**config.mk**
```make
export PLATFORM = sky130hd
export DESIGN_NAME = websocket_frame_deframer_unit
export DESIGN_NICKNAME = d
export VERILOG_FILES = /design/src/hw/rtl/wsfd_pkg.sv /design/src/hw/rtl/wsfd_out_fifo.sv /design/src/hw/rtl/wsfd_parser.sv /design/src/hw/rtl/websocket_frame_deframer_unit.sv
export SDC_FILE = /design/constraint.sdc
export NUM_CORES = 1
export LEC_CHECK = 0
export BUFFER_PORTS_ARGS = -buffer_cell sky130_fd_sc_hd__buf_4
export CAP_MARGIN = 10
export CORE_UTILIZATION = 40
export CTS_CLUSTER_DIAMETER = 80
export CTS_CLUSTER_SIZE = 24
export DETAILED_ROUTE_END_ITERATION = 7
export PLACE_DENSITY_LB_ADDON = 0.3
export SLEW_MARGIN = 20
export SYNTH_ARGS = -nofsm -noshare
export SYNTH_HDL_FRONTEND = slang
export SYNTH_SLANG_ARGS = --single-unit
```
**constraint.sdc**
```tcl
create_clock -name clk -period 4.8 [get_ports clk]
set_input_delay 0.48 -clock clk [delete_from_list [all_inputs] [get_ports clk]]
set_output_delay 0.48 -clock clk [all_outputs]
set_load 0.05 [all_outputs]
```
**src/hw/rtl/wsfd_pkg.sv**
```systemverilog
// Package for the WebSocket frame deframer: parse phases, result kinds,
// opcodes, the result record and reset values. No dependencies.
package wsfd_pkg;

	localparam int CountWidthDef = 24;
	localparam int MaxPayloadW   = 24;
	localparam logic [MaxPayloadW-1:0] MaxPayloadRst = 24'h10_0000;

	localparam int AccW = 32;

	localparam logic [2:0] PH_HDR0 = 3'd0;
	localparam logic [2:0] PH_HDR1 = 3'd1;
	localparam logic [2:0] PH_EXT  = 3'd2;
	localparam logic [2:0] PH_KEY  = 3'd3;
	localparam logic [2:0] PH_DATA = 3'd4;
	localparam logic [2:0] PH_STOP = 3'd5;

	localparam logic [1:0] KIND_BYTE  = 2'd0;
	localparam logic [1:0] KIND_EMPTY = 2'd1;
	localparam logic [1:0] KIND_CLOSE = 2'd2;
	localparam logic [1:0] KIND_BIG   = 2'd3;

	localparam logic [3:0] OP_TEXT  = 4'h1;
	localparam logic [3:0] OP_BIN   = 4'h2;
	localparam logic [3:0] OP_CLOSE = 4'h8;
	localparam logic [3:0] OP_PING  = 4'h9;

	localparam logic [6:0] LEN_EXT16 = 7'd126;
	localparam logic [6:0] LEN_EXT64 = 7'd127;

	typedef struct packed {
		logic       fin;
		logic [3:0] opcode;
		logic [1:0] kind;
		logic       last;
		logic [7:0] data;
	} res_t;

endpackage

```
**src/hw/rtl/wsfd_out_fifo.sv**
```systemverilog
// Two-entry result queue between the parser and the output stream.
// Depends on wsfd_pkg for the result record.
module wsfd_out_fifo (
	input  logic          clk,
	input  logic          arst_n,
	input  logic          push,
	input  wsfd_pkg::res_t push_data,
	output logic          room,
	output logic          pop_valid,
	input  logic          pop_ready,
	output wsfd_pkg::res_t pop_data
);
	import wsfd_pkg::*;

	res_t       mem_q [2];
	logic       wr_ptr_q;
	logic       rd_ptr_q;
	logic [1:0] cnt_q;
	logic       pop;

	assign room      = (cnt_q != 2'd2);
	assign pop_valid = (cnt_q != 2'd0);
	assign pop_data  = mem_q[rd_ptr_q];
	assign pop       = pop_valid && pop_ready;

	always_ff @(posedge clk) begin
		if (push) begin
			mem_q[wr_ptr_q] <= push_data;
		end
	end

	always_ff @(posedge clk or negedge arst_n) begin
		if (!arst_n) begin
			wr_ptr_q <= 1'b0;
			rd_ptr_q <= 1'b0;
			cnt_q    <= 2'd0;
		end else begin
			if (push) begin
				wr_ptr_q <= ~wr_ptr_q;
			end
			if (pop) begin
				rd_ptr_q <= ~rd_ptr_q;
			end
			if (push && !pop) begin
				cnt_q <= cnt_q + 2'd1;
			end else if (pop && !push) begin
				cnt_q <= cnt_q - 2'd1;
			end
		end
	end

endmodule

```
**src/hw/rtl/wsfd_parser.sv**
```systemverilog
// Frame parser: input byte register, header/length/key/payload state and the
// per-byte decision that yields at most one result. Depends on wsfd_pkg.
module wsfd_parser #(
	parameter int COUNT_WIDTH = wsfd_pkg::CountWidthDef
) (
	input  logic                            clk,
	input  logic                            arst_n,
	input  logic                            in_valid,
	output logic                            in_ready,
	input  logic [7:0]                      in_byte,
	input  logic                            cfg_we,
	input  logic [wsfd_pkg::MaxPayloadW-1:0] cfg_data,
	input  logic                            out_room,
	output logic                            res_push,
	output wsfd_pkg::res_t                  res
);
	import wsfd_pkg::*;

	logic                   valid_s1;
	logic [7:0]             byte_s1;
	logic                   adv;

	logic [MaxPayloadW-1:0] max_payload_q;
	logic [2:0]             phase_q, phase_d;
	logic [3:0]             opcode_q, opcode_d;
	logic                   fin_q, fin_d;
	logic                   masked_q, masked_d;
	logic [2:0]             left_q, left_d;
	logic [AccW-1:0]        acc_q, acc_d;
	logic                   hi_q, hi_d;
	logic [31:0]            key_q, key_d;
	logic [1:0]             idx_q, idx_d;
	logic [COUNT_WIDTH-1:0] pl_q, pl_d, pl_dec;

	logic                   len_done;
	logic                   hdr_done;
	logic                   delivers;
	logic                   emit;
	logic [7:0]             key_byte;
	logic [1:0]             kind;
	logic [7:0]             data;
	logic                   last;

	assign delivers = (opcode_q == OP_TEXT) || (opcode_q == OP_BIN) || (opcode_q == OP_PING);
	assign key_byte = 8'(key_q >> {~idx_q, 3'b000});
	assign pl_dec   = pl_q - {{(COUNT_WIDTH-1){1'b0}}, 1'b1};

	always_comb begin
		phase_d  = phase_q;
		opcode_d = opcode_q;
		fin_d    = fin_q;
		masked_d = masked_q;
		left_d   = left_q;
		acc_d    = acc_q;
		hi_d     = hi_q;
		key_d    = key_q;
		idx_d    = idx_q;
		pl_d     = pl_q;
		len_done = 1'b0;
		hdr_done = 1'b0;
		emit     = 1'b0;
		kind     = KIND_BYTE;
		data     = 8'd0;
		last     = 1'b0;
		case (phase_q)
			PH_HDR0: begin
				fin_d    = byte_s1[7];
				opcode_d = byte_s1[3:0];
				phase_d  = PH_HDR1;
			end
			PH_HDR1: begin
				masked_d = byte_s1[7];
				acc_d    = '0;
				hi_d     = 1'b0;
				if (byte_s1[6:0] == LEN_EXT16) begin
					left_d  = 3'd1;
					phase_d = PH_EXT;
				end else if (byte_s1[6:0] == LEN_EXT64) begin
					left_d  = 3'd7;
					phase_d = PH_EXT;
				end else begin
					acc_d    = {{(AccW-7){1'b0}}, byte_s1[6:0]};
					len_done = 1'b1;
				end
			end
			PH_EXT: begin
				hi_d  = hi_q || (acc_q[AccW-1:AccW-8] != 8'd0);
				acc_d = {acc_q[AccW-9:0], byte_s1};
				if (left_q == 3'd0) begin
					len_done = 1'b1;
				end else begin
					left_d = left_q - 3'd1;
				end
			end
			PH_KEY: begin
				key_d = {key_q[23:0], byte_s1};
				if (left_q == 3'd0) begin
					hdr_done = 1'b1;
				end else begin
					left_d = left_q - 3'd1;
				end
			end
			PH_DATA: begin
				data  = masked_q ? (byte_s1 ^ key_byte) : byte_s1;
				idx_d = idx_q + 2'd1;
				pl_d  = pl_dec;
				last  = (pl_dec == '0);
				if (last) begin
					phase_d = PH_HDR0;
				end
				if (delivers) begin
					emit = 1'b1;
					kind = KIND_BYTE;
				end else if (opcode_q == OP_CLOSE && last) begin
					emit    = 1'b1;
					kind    = KIND_CLOSE;
					data    = 8'd0;
					phase_d = PH_STOP;
				end
			end
			default: begin
				phase_d = PH_STOP;
			end
		endcase

		if (len_done) begin
			if (masked_d) begin
				left_d  = 3'd3;
				phase_d = PH_KEY;
			end else begin
				hdr_done = 1'b1;
			end
		end

		if (hdr_done) begin
			if (hi_d || (acc_d > {{(AccW-MaxPayloadW){1'b0}}, max_payload_q})
					|| ((acc_d >> COUNT_WIDTH) != '0)) begin
				phase_d = PH_STOP;
				emit    = 1'b1;
				kind    = KIND_BIG;
				last    = 1'b0;
			end else if (acc_d == '0) begin
				phase_d = PH_HDR0;
				if (opcode_q == OP_CLOSE) begin
					phase_d = PH_STOP;
					emit    = 1'b1;
					kind    = KIND_CLOSE;
					last    = 1'b1;
				end else if (delivers) begin
					emit = 1'b1;
					kind = KIND_EMPTY;
					last = 1'b1;
				end
			end else begin
				pl_d    = acc_d[COUNT_WIDTH-1:0];
				idx_d   = 2'd0;
				phase_d = PH_DATA;
			end
		end
	end

	assign adv      = valid_s1 && (!emit || out_room);
	assign in_ready = !valid_s1 || adv;
	assign res_push = adv && emit;

	always_comb begin
		res.fin    = fin_q;
		res.opcode = opcode_q;
		res.kind   = kind;
		res.last   = last;
		res.data   = data;
	end

	always_ff @(posedge clk) begin
		if (in_valid && in_ready) begin
			byte_s1 <= in_byte;
		end
	end

	always_ff @(posedge clk or negedge arst_n) begin
		if (!arst_n) begin
			valid_s1      <= 1'b0;
			max_payload_q <= MaxPayloadRst;
			phase_q       <= PH_HDR0;
			opcode_q      <= 4'd0;
			fin_q         <= 1'b0;
			masked_q      <= 1'b0;
			left_q        <= 3'd0;
			acc_q         <= '0;
			hi_q          <= 1'b0;
			key_q         <= '0;
			idx_q         <= 2'd0;
			pl_q          <= '0;
		end else begin
			if (in_valid && in_ready) begin
				valid_s1 <= 1'b1;
			end else if (adv) begin
				valid_s1 <= 1'b0;
			end
			if (cfg_we) begin
				max_payload_q <= cfg_data;
			end
			if (adv) begin
				phase_q  <= phase_d;
				opcode_q <= opcode_d;
				fin_q    <= fin_d;
				masked_q <= masked_d;
				left_q   <= left_d;
				acc_q    <= acc_d;
				hi_q     <= hi_d;
				key_q    <= key_d;
				idx_q    <= idx_d;
				pl_q     <= pl_d;
			end
		end
	end

endmodule

```
**src/hw/rtl/websocket_frame_deframer_unit.sv**
```systemverilog
// WebSocket frame deframer, top level: one received byte per request.
// A result passes through the input byte register and the result queue before it is shown on m_*.
// Throughput: one byte every cycle while the result queue has room, set by the single-pass parse between the
// input byte register and the two-entry result queue.
// Reset (arst_n low): parser to first header byte, state cleared,
// max_payload to 1048576, queue emptied. Depends on wsfd_pkg, wsfd_parser, wsfd_out_fifo.
module websocket_frame_deframer_unit #(
	parameter int COUNT_WIDTH = wsfd_pkg::CountWidthDef
) (
	input  logic                             clk,
	input  logic                             arst_n,
	input  logic                             s_tvalid,
	output logic                             s_tready,
	input  logic [7:0]                       s_tdata,   // [7:0] rx_byte
	output logic                             m_tvalid,
	input  logic                             m_tready,
	output logic [7:0]                       m_tdata,   // [7:0] data
	output logic [6:0]                       m_tuser,   // [1:0] kind, [5:2] opcode, [6] fin
	output logic                             m_tlast,
	input  logic                             cfg_valid,
	output logic                             cfg_ready,
	input  logic [wsfd_pkg::MaxPayloadW-1:0] cfg_data   // max_payload
);
	import wsfd_pkg::*;

	logic room;
	logic push;
	res_t push_res;
	res_t head;

	assign cfg_ready = 1'b1;

	wsfd_parser #(
		.COUNT_WIDTH(COUNT_WIDTH)
	) u_parser (
		.clk      (clk),
		.arst_n   (arst_n),
		.in_valid (s_tvalid),
		.in_ready (s_tready),
		.in_byte  (s_tdata),
		.cfg_we   (cfg_valid && cfg_ready),
		.cfg_data (cfg_data),
		.out_room (room),
		.res_push (push),
		.res      (push_res)
	);

	wsfd_out_fifo u_out (
		.clk       (clk),
		.arst_n    (arst_n),
		.push      (push),
		.push_data (push_res),
		.room      (room),
		.pop_valid (m_tvalid),
		.pop_ready (m_tready),
		.pop_data  (head)
	);

	assign m_tdata = head.data;
	assign m_tuser = {head.fin, head.opcode, head.kind};
	assign m_tlast = head.last;

endmodule

```
# Word level (Yosys, flattened, before mapping)

Memory sizes are Yosys's and may differ from the RTL's.
Cells that the tools add are included.

Memories kept: 1
Bits of input ports: 37
RAM bits: 32
Output and inout bits: 19
Word-level logic and storage cells: 139
Bits in registers: 140

Order comparisons: 1
Equal/unequal tests: 11
Reduce and logical (&&, ||, !) cells: 30
Mux-type cells: 70
Add/sub/neg operators: 5
Bitwise operators: 4
Shift operators: 1

Memory list:

| name        | words | bits a word | read ports | clocked after Yosys merged registers in | write ports | RTL line            | RTL |
|---|---|---|---|---|---|---|---|
| u_out.mem_q | 2     | 16          | 1          | 0                                       | 1           | wsfd_out_fifo.sv:15 | `res_t mem_q [2];` |

Operators with widths:

| operator                | count |
|---|---|
| $mux W24                | 4 |
| $pmux W32 S2            | 1 |
| $mux W3                 | 16 |
| $gt A32 B24 Y1          | 1 |
| $logic_not A32 Y1       | 1 |
| $mux W32                | 1 |
| $mux W8                 | 4 |
| $reduce_bool A32 Y1     | 1 |
| $shr A32 B5 Y8          | 1 |
| $mux W2                 | 14 |
| $mux W1                 | 25 |
| $logic_not A24 Y1       | 1 |
| $sub A24 B1 Y24 const B | 1 |
| $eq A7 B7 Y1 const B    | 2 |
| $pmux W3 S4             | 1 |
| $eq A4 B4 Y1 const B    | 2 |
| $reduce_bool A8 Y1      | 1 |
| $xor A8 B8 Y8           | 1 |
| $logic_and A1 B1 Y1     | 7 |
| $logic_or A1 B1 Y1      | 7 |
| $mux W7                 | 1 |
| $eq A3 B2 Y1 const B    | 2 |
| $logic_not A3 Y1        | 2 |
| $pmux W3 S2             | 1 |
| other kinds (15)        | 24 |

# Depth between registers and ports, before layout

Gate-level depths: netlist (run 1).

Depth after elaboration: 19
Depth in mapped cells: 20
Gate-level depth less buffers: 17

# Cells and area by module

A second synthesis (run 1) with hierarchy kept.

Cell total of the unflattened synthesis: 975
Area, all modules: 9903.2 um^2

By module, submodules not included:

| module                        | area each (um^2) | cells each | seq. area each (um^2) | times used |
|---|---|---|---|---|
| wsfd_parser                   | 8494.4           | 907        | 3444.6                | 1 |
| wsfd_out_fifo                 | 1397.6           | 66         | 1061.0                | 1 |
| websocket_frame_deframer_unit | 11.3             | 2          | 0.0                   | 1 |

# Worst setup path after synthesis (run 1)

No wires, ideal clock.

Path type: register -> register
Start point: register u_parser.phase_q[0]
End point: memory u_out.mem_q[0][0] (netlist name) (enable)
Setup time: 0.390 ns
Path slack: 0.573 ns
Period minus slack after synthesis: 4.227 ns
Path buffers: 2
Cell stages (with the launch flop): 16
Data required time: 4.410 ns
Data arrival time: 3.837 ns
Cell sequence: dfrtp_1 > buf_2 > buf_2 > nor2b_1 > a21oi_1 > o31ai_2 > ha_1 > and4_1 > and4_1 > a21oi_1 > o31ai_1 > a31oi_1 > or4_4 > and3_1 > and2b_1 > nor2b_1

Cells in the longest elaborated chain, start to end: 13
Elaborated cells on any way between the ends: 28
Classes of those cells: order compare (1); eq/ne (4); mux (15); reduce/logical (8)

Ends and longest elaborated chain:

| element                                      | RTL line                            | RTL |
|---|---|---|
| start, declared                              | wsfd_parser.sv:24                   | `logic [2:0] phase_q, phase_d;` |
| start signal, assigned                       | wsfd_parser.sv:204                  | `phase_q <= phase_d;` |
| $eq A3 B2 Y1 or $eq A3 B1 Y1 (tied branches) | wsfd_parser.sv:65                   | `case (phase_q)` |
| $pmux W32 S2 *                               | wsfd_parser.sv:65                   |  |
| via u_parser.acc_d[3]                        | wsfd_parser.sv:29                   | `logic [AccW-1:0] acc_q, acc_d;` |
| $gt A32 B24 Y1                               | wsfd_parser.sv:136                  | `if (hi_d \|\| (acc_d > {{(AccW-MaxPayloadW){1'b0}}, max_payload_q})` |
| $logic_or A1 B1 Y1                           | wsfd_parser.sv:136                  |  |
| $logic_or A1 B1 Y1                           | wsfd_parser.sv:137                  | `\|\| ((acc_d >> COUNT_WIDTH) != '0)) begin` |
| $mux W1 *                                    | wsfd_parser.sv:136                  |  |
| $mux W1 *                                    | wsfd_parser.sv:135                  | `if (hdr_done) begin` |
| $logic_not A1 Y1                             | wsfd_parser.sv:162                  | `assign adv = valid_s1 && (!emit \|\| out_room);` |
| $logic_or A1 B1 Y1                           | wsfd_parser.sv:162                  |  |
| $logic_and A1 B1 Y1                          | wsfd_parser.sv:162                  |  |
| $logic_and A1 B1 Y1 *                        | wsfd_parser.sv:164                  | `assign res_push = adv && emit;` |
| via push                                     | websocket_frame_deframer_unit.sv:27 | `logic push;` |
| $mux W1 *                                    | wsfd_out_fifo.sv:27                 | `if (push) begin` |
| $mux W1 (implied by the code) *              | wsfd_out_fifo.sv:28                 | `mem_q[wr_ptr_q] <= push_data;` |
| end, declared                                | wsfd_out_fifo.sv:15                 |  |

The timed path passes the listed nets; every way through them passes the cells marked *.

# Final worst setup path (run 1)

Start point: register u_parser.phase_q[2]
End point: output port s_tready

Cells in the longest elaborated chain, start to end: 11
Elaborated cells on any way between the ends: 26
Classes of those cells: order compare (1); eq/ne (4); mux (13); reduce/logical (8)

Ends and longest elaborated chain:

| element                                      | RTL line                            | RTL |
|---|---|---|
| $eq A3 B2 Y1 or $eq A3 B1 Y1 (tied branches) | wsfd_parser.sv:65                   |  |
| $pmux W32 S2 *                               | wsfd_parser.sv:65                   |  |
| via u_parser.acc_d[1]                        | wsfd_parser.sv:29                   |  |
| $gt A32 B24 Y1                               | wsfd_parser.sv:136                  |  |
| $logic_or A1 B1 Y1                           | wsfd_parser.sv:136                  |  |
| $logic_or A1 B1 Y1                           | wsfd_parser.sv:137                  |  |
| $mux W1 *                                    | wsfd_parser.sv:136                  |  |
| $mux W1 *                                    | wsfd_parser.sv:135                  |  |
| $logic_not A1 Y1 *                           | wsfd_parser.sv:162                  |  |
| $logic_or A1 B1 Y1 *                         | wsfd_parser.sv:162                  |  |
| $logic_and A1 B1 Y1 *                        | wsfd_parser.sv:162                  |  |
| $logic_or A1 B1 Y1 *                         | wsfd_parser.sv:163                  | `assign in_ready = !valid_s1 \|\| adv;` |
| end, declared                                | websocket_frame_deframer_unit.sv:13 | `output logic s_tready,` |

Marked as above.

==> results of run 1 <==
## kinds of logic after synthesis
logic type,count (synthesis)
AOI/OAI and AO/OA,215
xor gates and xnor gates,18
adders and majority gates,29
buffers and inverters,121
DFF,172
muxes,66
other,1
and+or+nand+nor,353
## power by group
part | internal [mW] | switching [mW]
Clock | 0.725 | 0.726
Sequential | 1.98 | 0.613
Combinational | 1.69 | 2.01
## final cells by class
| class | instances | area (sq um) | area share [%] |
|---|---|---|---|
| clock buffer | 17 | 425 | 3.55 |
| clock inverter | 15 | 216 | 1.80 |
| inverter | 55 | 206 | 1.72 |
| multi-input combinational | 683 | 5250 | 43.7 |
| sequential | 172 | 4510 | 37.6 |
| tap | 324 | 405 | 3.38 |
| timing repair buffer | 122 | 985 | 8.21 |
## how the worst min path moves through the flow
stage | startpoint | end | cells past startpoint
after floorplan | arst_n | u_out.cnt_q[0] | 0
after global placement | u_out.wr_ptr_q | u_out.wr_ptr_q | 1
after detailed placement | u_out.cnt_q[1] | u_out.cnt_q[1] | 1
after CTS | arst_n | u_parser.acc_q[25] | 1
after global routing | s_tdata[5] | u_parser.byte_s1[5] | 1
final | arst_n | u_parser.acc_q[25] | 1
## layout by cell type, fill, tap and decap left out, drive strengths merged, types with 16 or more instances in the layout
| master | count |
|---|---|
| edfxtp | 40 |
| nor2b | 22 |
| nand3 | 20 |
| o22a | 18 |
| mux2 | 56 |
| ha | 29 |
| nor3 | 24 |
| nand2 | 84 |
| nor4 | 16 |
| buf | 122 |
| o21ai | 60 |
| a21oi | 34 |
| inv | 59 |
| clkbuf | 17 |
| nor2 | 73 |
| dfrtp | 131 |
## through the flow
| step | area, sq um | power (mW) | util (%) |
|---|---|---|---|
| after floorplan | 10100 | 4.84 | - |
| after global placement | 11000 | 5.87 | 45.0 |
| after detailed placement | 11000 | 5.93 | 45.0 |
| after CTS | 11800 | 7.54 | 48.2 |
| after global routing | 12000 | 8.21 | 48.9 |
| final | 12000 | 7.73 | 48.9 |
## state kept, by name (all words and copies together) (netlist names)
signal	flops
u_parser.fin_q	1
u_out.cnt_q	2
u_out.wr_ptr_q	1
u_parser.pl_q	24
u_out.mem_q	32
u_parser.acc_q	32
u_parser.hi_q	1
u_parser.valid_s1	1
u_parser.max_payload_q	24
u_parser.left_q	3
u_parser.masked_q	1
u_parser.phase_q	3
u_parser.key_q	32
u_parser.idx_q	2
u_out.rd_ptr_q	1
u_parser.byte_s1	8
u_parser.opcode_q	4
## routing by layer
metal  global-route usage [%]  share of wire (%)  vias to the layer above
li1                         -                  -                     3758
met1                     30.3                 46                     3923
met2                     33.0                 46                      287
met3                     4.13                5.7                       40
met4                     5.49                2.2                        0
met5                        0                  0                        -
## synthesized netlist by cell type, drive strengths merged, types with 6 or more instances
| cell | instances |
|---|---|
| nor3b | 14 |
| a41oi | 8 |
| mux2 | 56 |
| nor2 | 73 |
| inv | 54 |
| nor2b | 22 |
| a21oi | 34 |
| nand4 | 14 |
| clkbuf | 34 |
| o21ai | 60 |
| and3 | 9 |
| or2 | 6 |
| xnor2 | 7 |
| and4 | 13 |
| nand2 | 84 |
| dfrtp | 131 |
| nor4 | 16 |
| or3b | 10 |
| nand3 | 20 |
| buf | 32 |
| a31oi | 8 |
| a21o | 7 |
| a22oi | 14 |
| a221oi | 7 |
| nor4bb | 6 |
| ha | 29 |
| xor2 | 11 |
| mux4 | 8 |
| nand2b | 6 |
| nor3 | 24 |
| o22a | 18 |
| edfxtp | 40 |
| o2bb2ai | 9 |
## what timing repair did
item	4_1_cts	5_1_grt
pin swaps	4	12
buffers inserted	9	4
hold buffers	0	0
setup endpoints to repair	1	1
endpoints found under the hold margin	0	0
resized for setup	15	31
cloned	1	0
==> out/qor.yml, run 1 <==
status:
  outcome: "finished, final reports clean"
place:
  gp_congestion: 0.946
  hpwl_mm: 18.7
  portBuffers: 54
  place_inst: 1342
  dpl_worst_slack_ps: 274
cts:
  root_buffer: "clkbuf_16"
  clock_latency_ps: 440
  cts_buffers: 17
  cts.reportedPaths.clkPinSlew_ps: 80
  cts_sinks: 172
  cts_tree: "built"
  clockBufferDepth: 2
  cts.htree.levels: 4
timing:
  fin_ws_ps: 143
  report.final.setup_viol: 0
  finalWorstPathRequiredPeriod_ps: 4660
  finalHoldViolCount: 0
  tightestPinTransition_ps: 931
  maxSlewViolCount: 0
  period_share_pct: 97.0
  slew_headroom_pct: 37.9
  tns_ps: 0
  worst_clock_skew_ps: 12.2
  fin_hold_ws_ps: 140
  fmax_ghz: 0.215
logic_synthesis:
  async_flop_share_pct: 76.7
  synth_area_sq_um: 10100
  yosys.area_share.adder_pct: 3.59
  synth_enable_flop_cells: 40
  synth-simple-area-share_pct: 20.1
  synth-main-ff-cell: "dfrtp_1"
  muxShareOfSynthArea_pct: 9.34
  yosys-top-cells-area: "dfrtp_1, edfxtp_1, mux2_4"
  ys_ff_latch: 172
  synth_top_family_by_area: "simple AND/OR/NAND/NOR gates"
  synth_cell_types: 96
  synthCells: 975
  avgSynthCellArea_sq_um: 10.4
  ys_seq_area_share_pct: 44.6
  yosys.area.top_type: "dfrtp_1"
  netlist.area_leader.share_pct: 32.5
  synth_fp_nets: 1041
  synth_compound_area_share_pct: 15.3
  yosysWarnings: 0
  synth-xor-area-share_pct: 1.56
global_routing:
  grt_max_degree: 97
  track_usage_pct: 21.2
  grt_pass1_vias: 7569
  antenna_found_initial: 0
  overflow: 0
  grt_pass1_wl_mm: 42.9
worst_setup_path:
  crit_chain: "buf_12 -> or3b_4 -> a31oi_4 -> a21o_1 -> ha_1 -> nor2b_1 -> o2111ai_1 -> a31oi_1 -> o21ai_2 -> a31oi_1 -> buf_4 -> or4_4 -> and3_1 -> and2_4 -> inv_2 -> buf_8"
  cp_top_family: "simple AND/OR/NAND/NOR gates"
  crit_top_cell: "a31oi_1"
  cp-startpoint: "u_parser.phase_q[2]"
  critical_path_required_ps: 4320
  cp-start-kind: "register"
  r2r_end: "u_parser.pl_q[6]"
  critical_path.endpoint: "s_tready"
  r2r_setup_slack_ps: 440
  rr_startpoint: "u_parser.phase_q[2]"
  crit_arrival_ps: 4180
  rr_worst_depth: 16
  criticalPathCategory: "register to output pin"
  cp_slowest_cell: "or4_4"
  cp.depth: 16
  worst-path-buf-inv: 4
  slowest_delay_ps: 530
  cp-end-kind: "output pin"
  crit_fanout: 11
pwr:
  leakage_nw: 4.94
  max-vdd-ir-drop_mv: 0.321
  power_density_nw_per_um2: 645
floorplanning:
  die-area_sq_um: 25900
  io_pins: 56
  die_h_microns: 161
  die_x_microns: 161
  start_util_pct: 41.2
  rows: 57
  core_area_sq_um: 24500
job:
  cap_violations: 0
detailed_routing:
  routed_via_density: 5.77
  wl_mm: 26.7
  antenna_left: 0
  wl_per_cell_microns: 19.2
  drc: 0
  vias: 8008
  dr.pass1.iters: 5
  drt_iter0_drc: 641
final_layout:
  drive_above_1_share_pct: 27.3
  fillCellCount: 2220
  stdcell_count: 1388
  num_antenna_cells: 0
  nets: 1117
  syn2layout_area_growth_pct: 18.8
hold_path:
  min_path_type: "primary input to async pin"
(Power assumes the default switching activity.)
==> run 2, diff against run 1 <==
==> constraint.sdc (replaced) <==
create_clock -name clk -period 4.5 [get_ports clk]
set_input_delay 0.45 -clock clk [delete_from_list [all_inputs] [get_ports clk]]
set_output_delay 0.45 -clock clk [all_outputs]
set_load 0.1 [all_outputs]
==> run 2 against run 1 <==
Compared with the run above: the run now ends with negative setup slack left; clock skew is 6.1 ps higher; cell area is 3.2% higher; sequential power is 7% higher; clock power is 6% higher; routed wire length is 0.22% lower; non-clock buffer count is 33 higher; worst setup slack worse by 160 ps; core utilization is 1.6 points higher; first-iteration DRC count is 25% higher; die area stayed put; power is 14% higher; critical path type unchanged.
==> out/qor.yml, run 2 (synthesis gave the netlist of run 1 again) <==
pwr:
  internal_power_mw: 4.96  # +13%
  power_density_nw_per_um2: 714  # +11%
  p_sw_share_pct: 44.0  # +0.68 points
  max-vdd-ir-drop_mv: 0.322  # +0.54%
  leakage_nw: 5.10  # +3.4%
  p_comb_share_pct: 51.2  # +3.4 points
  finalPower_mw: 8.84  # +14%
  power_frac_seq_pct: 31.4  # -2.1 points
  clockPowerShare_pct: 17.5  # -1.3 points
  power_switching_mw: 3.89  # +16%
cts:
  cts.htree.levels: 4  # unchanged
  clockBufferDepth: 2  # unchanged
  clock_latency_ps: 440  # about the same
  cts_sinks: 172  # unchanged
  cts.reportedPaths.clkPinSlew_ps: 80  # about the same
  cts_buffers: 17  # unchanged
  ctsHoldBuffers: 0  # unchanged
  root_buffer: "clkbuf_16"
  cts_tree: "built"
global_routing:
  grt_pass1_vias: 7478  # -1.2%
  grt_pass1_wl_mm: 42.0  # -2.1%
  track_usage_pct: 20.9  # -0.35 points
  overflow: 0  # unchanged
  grt_max_degree: 94  # -3.1%
  antenna_found_initial: 0  # unchanged
detailed_routing:
  wl_mm: 26.6  # -0.22%
  antenna_left: 0  # unchanged
  drt_iter0_drc: 803  # +25%
  vias: 8077  # +0.86%
  routed_via_density: 5.68  # -1.5%
  drc: 0  # unchanged
  wl_per_cell_microns: 18.7  # -2.5%
  dr.pass1.iters: 5  # unchanged
floorplanning:
  die_h_microns: 161  # unchanged
  core_area_sq_um: 24500  # unchanged
  rows: 57  # unchanged
  die-area_sq_um: 25900  # unchanged
  io_pins: 56  # unchanged
  die_x_microns: 161  # unchanged
  start_util_pct: 41.2  # unchanged
place:
  portBuffers: 54  # unchanged
  gp_congestion: 0.895  # -5.3%
  dpl_worst_slack_ps: -121  # -396 ps
  place_inst: 1370  # +2.1%
  hpwl_mm: 18.7  # +0.28%
worst_setup_path:
  crit_fanout: 7  # -4
  critical_path_required_ps: 4050  # -270 ps
  cp-start-kind: "register"
  criticalPathCategory: "register to output pin"
  crit_arrival_ps: 4070  # -110 ps
  cp-startpoint: "u_parser.phase_q[1]"
  rr_startpoint: "u_parser.phase_q[1]"
  cp-end-kind: "output pin"
timing:
  maxSlewViolCount: 0  # unchanged
  period_share_pct: 100
  report.final.setup_viol: 1  # +1
  slew_headroom_pct: 24.4  # -14 points
  tightestPinTransition_ps: 1130  # +199 ps
  fmax_ghz: 0.221
  grt_setup_unrepaired: "yes"
  fin_ws_ps: -19.1  # -162 ps
  finalHoldViolCount: 0  # unchanged
  worst_clock_skew_ps: 18.3  # +6.06 ps
  finalWorstPathRequiredPeriod_ps: 4520
final_layout:
  utilization_pct: 50.5  # +1.6 points
  drive_above_1_share_pct: 31.4  # +4.1 points
  final_cell_mix: "buf_4, dfrtp_1, nand2_1"
  syn2layout_area_growth_pct: 22.6
  nets: 1150  # +3.0%
  final_common_cell: "buf_4"
  stdcell_count: 1421  # +2.4%
  largestRegisters: "u_out.mem_q: 32 flops, u_parser.acc_q: 32 flops, u_parser.key_q: 32 flops"
  num_antenna_cells: 0  # unchanged
job:
  cap_violations: 0  # unchanged
status:
  violations: "negative setup slack"
  outcome: "finished with violations"
hold_path:
  min_path_type: "primary input to async pin"
run 2: cell count changes in the layout (fill, tap and decap cells not counted), sizes merged:
cell      before  now
buf          122  153
clkbuf        17   19
clkinv        11    7
clkinvlp       0    2
inv           59   61
run 2: final cells by class:
cell class,count,area (sq um)
clock inverters,15,204
repair buffers,155,1300
clock buffers,17,425
well taps,324,405
multi-input cells,683,5320
inverters,55,219
fillers,2228,12100
flip-flops and latches,172,4510
run 2: critical path, cell delays in order (launching register included):
cell,delay (ps)
dfrtp_2,490
buf_6,160
nor2b_1,160
buf_4,160
a221o_1,350
ha_1,300
nand4_1,260
nor3_2,200
buf_4,140
mux2i_2,80
o21ai_4,100
a31oi_4,130
or4_4,530
and3_4,190
and2_4,160
inv_4,60
buf_12,160
run 2: through the flow:
stage,instance area (sq um),hold slack (ps),TNS (ps)
after floorplan,10100,154,0
after global placement,11300,471,0
after detailed placement,11300,473,-2590
after CTS,12000,111,-80.5
after global routing,12400,162,-140
final,12400,80.8,-19.1
run 2: power groups by stage:
stage	registers (mW)	logic, mW	clock network, mW
after CTS	2.74	4.08	1.58
after global routing	2.85	4.88	1.64
final	2.77	4.52	1.54
after global placement	2.75	3.93	0
after floorplan	2.41	2.96	0
after detailed placement	2.76	3.99	0
run 2: path summary, 6_finish.rpt:
path | endpoint | slack, ps | cells past startpoint
worst max-delay path | s_tready | -20 | 16
worst min-delay path | u_parser.key_q[4] | 80 | 1
worst max register to register | u_parser.byte_s1[3] | 240 | 18
worst min register to register | u_out.wr_ptr_q | 490 | 1
max in group asynchronous | u_parser.max_payload_q[20] | 3320 | 2
min in group clk | u_parser.byte_s1[4] | 190 | 1
run 2: repair_timing:
item,in CTS,in global routing
buffers inserted,1,14
cloned,0,4
setup endpoints to repair,59,1
pin swaps,6,25
gates resized for setup,22,51
run 2: metal layers:
metal / global-route usage [%] / wire, microns / vias up
li1: - / - / 3830
met5: 0 / 0 / -
met2: 32.0 / 12100 / 265
met3: 3.46 / 1410 / 44
met1: 30.5 / 12600 / 3938
met4: 5.40 / 565 / 0
